File: src/design/quaternion_to_euler_zyx_core_assert.svh
// Assertion macros for the quaternion to Euler angle core.
// Needs a clk and an arst_n in the scope where a macro is used.
`ifndef QUATERNION_TO_EULER_ZYX_CORE_ASSERT_SVH
`define QUATERNION_TO_EULER_ZYX_CORE_ASSERT_SVH
// same-cycle implication
`define QE_ASSERT_IMPL(label, ante, cons) \
	label: assert property (@(posedge clk) disable iff (!arst_n) (ante) |-> (cons)) \
		else $error("qe assertion failed");
// implication with a fixed delay
`define QE_ASSERT_DLY(label, ante, dly, cons) \
	label: assert property (@(posedge clk) disable iff (!arst_n) (ante) |-> ##dly (cons)) \
		else $error("qe latency assertion failed");
`endif

File: src/design/qe_pkg.sv
// Shared constants, types and the CORDIC angle table for the Euler core.
// No dependencies.
`timescale 1ns / 1ps
package qe_pkg;
	localparam int CORDIC_STEPS = 16;
	localparam int CS = (CORDIC_STEPS > 24) ? 24 : CORDIC_STEPS;
	localparam int PW = 34;          // atan2 operand width
	localparam int RW = 34;          // radicand width (even)
	localparam int ISQ = RW / 2;     // square root stages
	localparam int QW = ISQ;         // root width
	localparam int CW = 37;          // CORDIC datapath width
	localparam int AW = 34;          // angle accumulator, 2^31 = pi
	localparam int OW = AW - 16;     // rounded angle width
	localparam int QUARTER_TURN = 16384;

	typedef struct packed {
		logic signed [PW-1:0] s_roll;
		logic signed [PW-1:0] c_roll;
		logic signed [PW-1:0] s_yaw;
		logic signed [PW-1:0] c_yaw;
		logic [RW-1:0]        ra;
		logic [RW-1:0]        rb;
	} prod_t;

	function automatic logic signed [AW-1:0] cordic_angle(input int i);
		logic signed [AW-1:0] r;
		case (i)
			0: r = AW'(536870912);
			1: r = AW'(316933406);
			2: r = AW'(167458907);
			3: r = AW'(85004756);
			4: r = AW'(42667331);
			5: r = AW'(21354465);
			6: r = AW'(10679838);
			7: r = AW'(5340245);
			8: r = AW'(2670163);
			9: r = AW'(1335087);
			10: r = AW'(667544);
			11: r = AW'(333772);
			12: r = AW'(166886);
			13: r = AW'(83443);
			14: r = AW'(41722);
			15: r = AW'(20861);
			16: r = AW'(10430);
			17: r = AW'(5215);
			18: r = AW'(2608);
			19: r = AW'(1304);
			20: r = AW'(652);
			21: r = AW'(326);
			22: r = AW'(163);
			23: r = AW'(81);
			default: r = '0;
		endcase
		return r;
	endfunction
endpackage

File: src/design/qe_isqrt.sv
// Pipelined floor integer square root, one result bit per stage.
// Depends on qe_pkg.
`timescale 1ns / 1ps
module qe_isqrt (
	input  logic                  clk,
	input  logic [qe_pkg::RW-1:0] rad,
	output logic [qe_pkg::QW-1:0] root
);
	import qe_pkg::*;

	logic [RW-1:0] v_s [0:ISQ];
	logic [RW-1:0] r_s [0:ISQ];

	assign v_s[0] = rad;
	assign r_s[0] = '0;

	for (genvar k = 0; k < ISQ; k++) begin : g_st
		localparam logic [RW-1:0] BIT = RW'(1) << (RW - 2 - 2 * k);
		logic [RW-1:0] tr;
		assign tr = r_s[k] + BIT;
		always_ff @(posedge clk) begin
			if (v_s[k] >= tr) begin
				v_s[k+1] <= v_s[k] - tr;
				r_s[k+1] <= (r_s[k] >> 1) + BIT;
			end else begin
				v_s[k+1] <= v_s[k];
				r_s[k+1] <= r_s[k] >> 1;
			end
		end
	end

	assign root = r_s[ISQ][QW-1:0];
endmodule

File: config.mk
export PLATFORM = sky130hd
export DESIGN_NAME = qe_isqrt
export DESIGN_NICKNAME = d
export VERILOG_FILES = /design/src/design/quaternion_to_euler_zyx_core_assert.svh /design/src/design/qe_pkg.sv /design/src/design/qe_isqrt.sv
export SDC_FILE = /design/constraint.sdc
export NUM_CORES = 1
export LEC_CHECK = 0
export ABC_AREA = 1
export ABC_CLOCK_PERIOD_IN_PS = 4800
export BUFFER_PORTS_ARGS = -buffer_cell sky130_fd_sc_hd__buf_2
export CAP_MARGIN = 20
export CORE_AREA = 3 3 291 293
export CTS_CLUSTER_DIAMETER = 60
export CTS_CLUSTER_SIZE = 40
export DETAILED_ROUTE_END_ITERATION = 6
export DIE_AREA = 0 0 294 296
export PLACE_DENSITY = 0.56
export SETUP_SLACK_MARGIN = 0.3
export SYNTH_ARGS = -nofsm -noshare
export SYNTH_HDL_FRONTEND = slang
export SYNTH_SLANG_ARGS = --single-unit
File: constraint.sdc
create_clock -name clk -period 4.8 [get_ports clk]
set_input_delay 0.96 -clock clk [delete_from_list [all_inputs] [get_ports clk]]
set_output_delay 0.96 -clock clk [all_outputs]
set_load 0.02 [all_outputs]
Yosys cells after proc, flatten, opt, wreduce, memory -nomap -nowiden. Index checks and enable logic that the tools add are counted.

Register bits after elaboration: 1104. Logic and storage cells: 146.

$add $sub $neg: 48. $lt $le $gt $ge: 17. Muxes and demuxes: 33.

Operators by type and width (count): $ge 34x34->1 (16); $mux 34 (16); $mux 33 (16); $sub 34x34->34 (15); $add 33x11->34 const B (1); $add 33x13->34 const B (1); $add 33x15->34 const B (1); $add 33x17->34 const B (1); $add 33x19->34 const B (1); $add 33x21->34 const B (1); $add 33x23->34 const B (1); $add 33x25->34 const B (1); $add 33x27->34 const B (1); $add 33x29->34 const B (1); $add 33x3->34 const B (1); $add 33x31->34 const B (1); $add 33x5->34 const B (1); $add 33x7->34 const B (1); $add 33x9->34 const B (1); $add 34x1->34 const B (1); $add 34x11->34 const B (1); $add 34x13->34 const B (1); $add 34x15->34 const B (1); $add 34x17->34 const B (1); 15 further kinds (15).

Longest topological paths before layout.
Depth in word-level cells: 3. Mapped depth: 16. Depth with buffers taken out: 15.

Worst setup path before layout. No wires, ideal clock.

Kind: register to register. From: register r_s[397] in the netlist's numbering. To: register v_s[365] in the netlist's numbering. Library setup time: 113 ps. Data arrival time: 1714 ps. Required time: 4687 ps. Slack: 2973 ps. Stages on the path, launching flop included: 14. Path through: dfxtp_1 -> inv_1 -> ha_1 -> nand2_1 -> nand2_1 -> nor2_2 -> nor2_1 -> nor2_1 -> nor2_1 -> nor2_4 -> nand2_2 -> buf_6 -> nand2_1 -> nand2_1.

Longest elaborated chain between the ends: 3. Elaborated cells on any way between the ends: 4.

RTL lines: start, declared (line qe_isqrt.sv:12) `logic [RW-1:0] r_s [0:ISQ];`; start signal, assigned by index (line qe_isqrt.sv:24) `r_s[k+1] <= (r_s[k] >> 1) + BIT;`; start signal, assigned by index (line qe_isqrt.sv:27) `r_s[k+1] <= r_s[k] >> 1;`; $add 34x21->34 (*) (line qe_isqrt.sv:20) `assign tr = r_s[k] + BIT;`; $sub 34x34->34 or $ge 34x34->1 (tied branches) (line qe_isqrt.sv:23, qe_isqrt.sv:22); $mux 34 (*) (line qe_isqrt.sv:22) `if (v_s[k] >= tr) begin`; end signal, assigned by index (line qe_isqrt.sv:23) `v_s[k+1] <= v_s[k] - tr;`; end signal, assigned by index (line qe_isqrt.sv:26) `v_s[k+1] <= v_s[k];`; end, declared (line qe_isqrt.sv:11) `logic [RW-1:0] v_s [0:ISQ];`.

Every way passes the cells marked *; elsewhere a longest branch is shown, timed or not. A chain may end at the register's enable or synchronous reset.

Final worst setup path.
From: register r_s[225] in the netlist's numbering. To: register v_s[191] in the netlist's numbering.

Longest elaborated chain between the ends: 3. Elaborated cells on any way between the ends: 4.

RTL lines (line): $add 34x11->34 (*) (qe_isqrt.sv:20); $sub 34x34->34 or $ge 34x34->1 (tied branches) (qe_isqrt.sv:23, qe_isqrt.sv:22); $mux 34 (*) (qe_isqrt.sv:22).

Marks and branches as above.

==> impl_results.md <==
- Synthesis-stage register bit count: 697
- Post-route antenna net violation count: 0
- Crit end category: flop
- Crit Path Max Fanout: 33
- Tmin final: 2855 ps
- Proportion of synthesized chip area in sequential cells: 44.82%
- PD cells: 630.1 mW/mm^2
- Via count: 25560
- Initial Util: 37.92%
- Worst Tran Pin Value: 805.6 ps
- Synth Area in Compound Gates: 6.153%
- Area of the multi-input gates: 0.01443 mm^2
- Clk sinks: 697
- Min-Delay Path Depth: 0
- Drc violations: 0
- Final net count: 4489
- Syn Std Cell Area: 0.03113 mm^2
- Grt total ovfl: 0
- DRT Pass-1 Iters: 7
- I/O pins: 52
- CP Class: flop to flop
- Max Transition Viols Final: 0
- Unique cell type count in the Yosys netlist: 48
- Switch share: 41.55%
- Die Span Y: 296 um
- Depth of the CTS H-tree: 2
- Xor-xnor portion of the synthesized cell area: 3.597%
- Total global-route track usage: 18.83%
- Post-DR wirelength/cell: 15.19 um
- CTS Hold Bufs: 0
- Syn nets: 4411
- Filler cells: 8413
- Layout Cells excl Fill: 5407
- Run status: finished, final reports clean
- Syn. warnings: 0
- Initial DRC count: 1551
- Comb pwr share: 36.8%
- Die X-Extent: 294 um
- Hold/Removal Path Class: flop to flop
- R2r startpoint: r_s[225]
- Post-synth EDFFs: 0
- Internal power: 12.81 mW
- Post-CTS Resized: 0
- Post-synth ARST share: 0%
- Mux share of post-synthesis cell area: 0%
- Slew HR: 46.16%
- Routed vias/inst: 4.728
- Clock transition at path regs: 100 ps
- Setup TNS: 0 ps
- Max clock buf depth: 3
- Clk pwr share: 24.8%
- Dpl hpwl: 67010 um
- Placed Area: 0.03246 mm^2
- Post-Synth Simple-Gate Area: 29.92%
- Post-synth top area share: 44.82%
- Pin count of the biggest net entering global routing: 34
- GPL Wtd Cong: 0.9389
- Post-Syn Area per Cell: 7.395 um^2
- Area leader, netlist: dfxtp_1
- Pleak: 17.87 nW
- CTS Buf Count: 57
- Setup bufs post-CTS: 0
- Main synth FF type: dfxtp_1
- Core area: 0.08211 mm^2
- # diodes: 0
- Min-delay src: r_s[144]
- P&R area growth vs syn: 11.74%
- Final Hold Viols: 0
- Post-Synthesis Cells: 4210
- Max Cap Viol: 0
- Top post-synthesis cells by area: dfxtp_1 (45%), nand2_1 (15%), inv_1 (7.8%)
- Vias in the first global route: 24530
- CTS root buffer: clkbuf_16
- Layout Skew: 57.53 ps
- Net Sw Power: 9.108 mW
- Crit path required time: 5320 ps
- Worst vdd ir: 0.3481 mV
- First-pass GRT wire length: 130200 um
- Final period util: 59.48%
- Final setup viols: 0
- Total chip power: 21.92 mW
- Main combinational cell family by area after synthesis: simple AND/OR/NAND/NOR gates
- R2R cell count: 10
- Reg power frac: 38.4%
- Die area: 0.08702 mm^2
- Clk_lat worst skew: 670 ps
- Port Buffers: 51
- Antenna violations before repair: 1
- Finished Core Util: 42.37%
- Row count: 105
- Placed insts: 5299
- CTS tree: yes
- Sequential cell area: 0.01395 mm^2
- WP data arrival: 3370 ps
- DRT Wirelength: 82150 um
- Unrepaired setup endpoints after global routing: false
- Synth Area in Adders: 6.671%
- Fin area: 0.03479 mm^2
- Critical Path Start: r_s[225]
- Highest clock rate: 350.2 MHz
- CP startpoint kind: flop
- Share of cells above drive strength 1: 6.318%
-- worst paths after layout --
check / end / slack (ps)
min: r_s[109] / 310
max: v_s[191] / 1940
max reg2reg: v_s[191] / 1940
min reg2reg: r_s[109] / 310
-- per-stage QoR --
step	hold slack, ps	worst slack [ps]
CTS	308.7	1958
global route	314.0	1700
floorplan	322.4	2973
finish	311.0	1945
global placement	327.6	1989
detailed placement	328.8	1963
-- critical path, stage by stage, from the launching register on --
cell	delay, ps
dfxtp_1	430
inv_1	70
ha_1	390
a21oi_1	260
o21ai_0	130
a21oi_1	190
nand2_1	130
nor2_4	630
inv_1	330
nand2_1	140
nand2_1	60
-- cells in the final DEF, fill, tap and decap left out, types with 14 or more instances in the layout --
| cell type | count |
|---|---|
| nand2_1 | 1270 |
| dfxtp_1 | 697 |
| inv_1 | 650 |
| nor2_1 | 407 |
| nand3_1 | 270 |
| ha_1 | 166 |
| a21oi_1 | 149 |
| xor2_1 | 86 |
| nand4_1 | 74 |
| o21ai_0 | 71 |
| clkbuf_16 | 57 |
| buf_2 | 51 |
| nor3_1 | 42 |
| a21oi_2 | 40 |
| xnor2_1 | 40 |
| nand3b_1 | 33 |
| nor4_1 | 30 |
| o21ai_1 | 22 |
| nor2_2 | 15 |
| o21bai_1 | 15 |
| or2_2 | 14 |
-- metal layers --
layer	track usage [%]	share of wire, %	vias up
met1	24.48	46	11560
met4	6.110	3.3	0
met2	32.46	46	533
li1	-	-	13330
met3	2.426	4.4	135
met5	0	0	-
-- synth_stat cells, types with 6 or more instances --
master	count
nand2_1	1270
dfxtp_1	697
inv_1	650
nor2_1	407
nand3_1	270
ha_1	166
a21oi_1	149
xor2_1	86
nand4_1	74
o21ai_0	71
nor3_1	42
a21oi_2	40
xnor2_1	40
nand3b_1	33
nor4_1	30
o21ai_1	22
nor2_2	15
o21bai_1	15
or2_2	14
nand2_2	13
buf_4	12
buf_6	12
inv_2	10
buf_2	8
o21a_1	7
a21o_1	6
o211ai_1	6
-- area by class of cell --
| cell class | count | area share (%) |
|---|---|---|
| multi-input combinational | 2819 | 41.47 |
| sequential | 697 | 40.11 |
| inverter | 662 | 7.151 |
| clock buffer | 61 | 4.230 |
| tap | 1070 | 3.849 |
| clock inverter | 47 | 2.453 |
| timing repair buffer | 51 | 0.7338 |
-- kinds of logic (layout without fill, tap and decap cells) --
group,Yosys count,after routing
AND/OR/NAND/NOR,2199,2199
flip-flops,697,697
buffers and inverters,694,821
AO/OA/AOI/OAI,327,327
adder cells (fa/ha/maj),166,166
XOR/XNOR,127,127
-- sequential cells by signal, indices dropped and copies added (netlist names) --
| register | cells |
|---|---|
| r_s | 136 |
| root | 17 |
| v_s | 544 |
-- power by group through the flow --
stage | sequential [mW] | clock [mW] | combinational, mW
final | 8.43 | 5.43 | 8.06
after global routing | 8.59 | 5.83 | 9.28
after CTS | 8.45 | 5.60 | 8.05
after detailed placement | 8.58 | 0 | 8.00
after global placement | 8.60 | 0 | 7.99
after floorplan | 7.99 | 0 | 6.23
No activity file was read; power rests on OpenSTA's default activity.
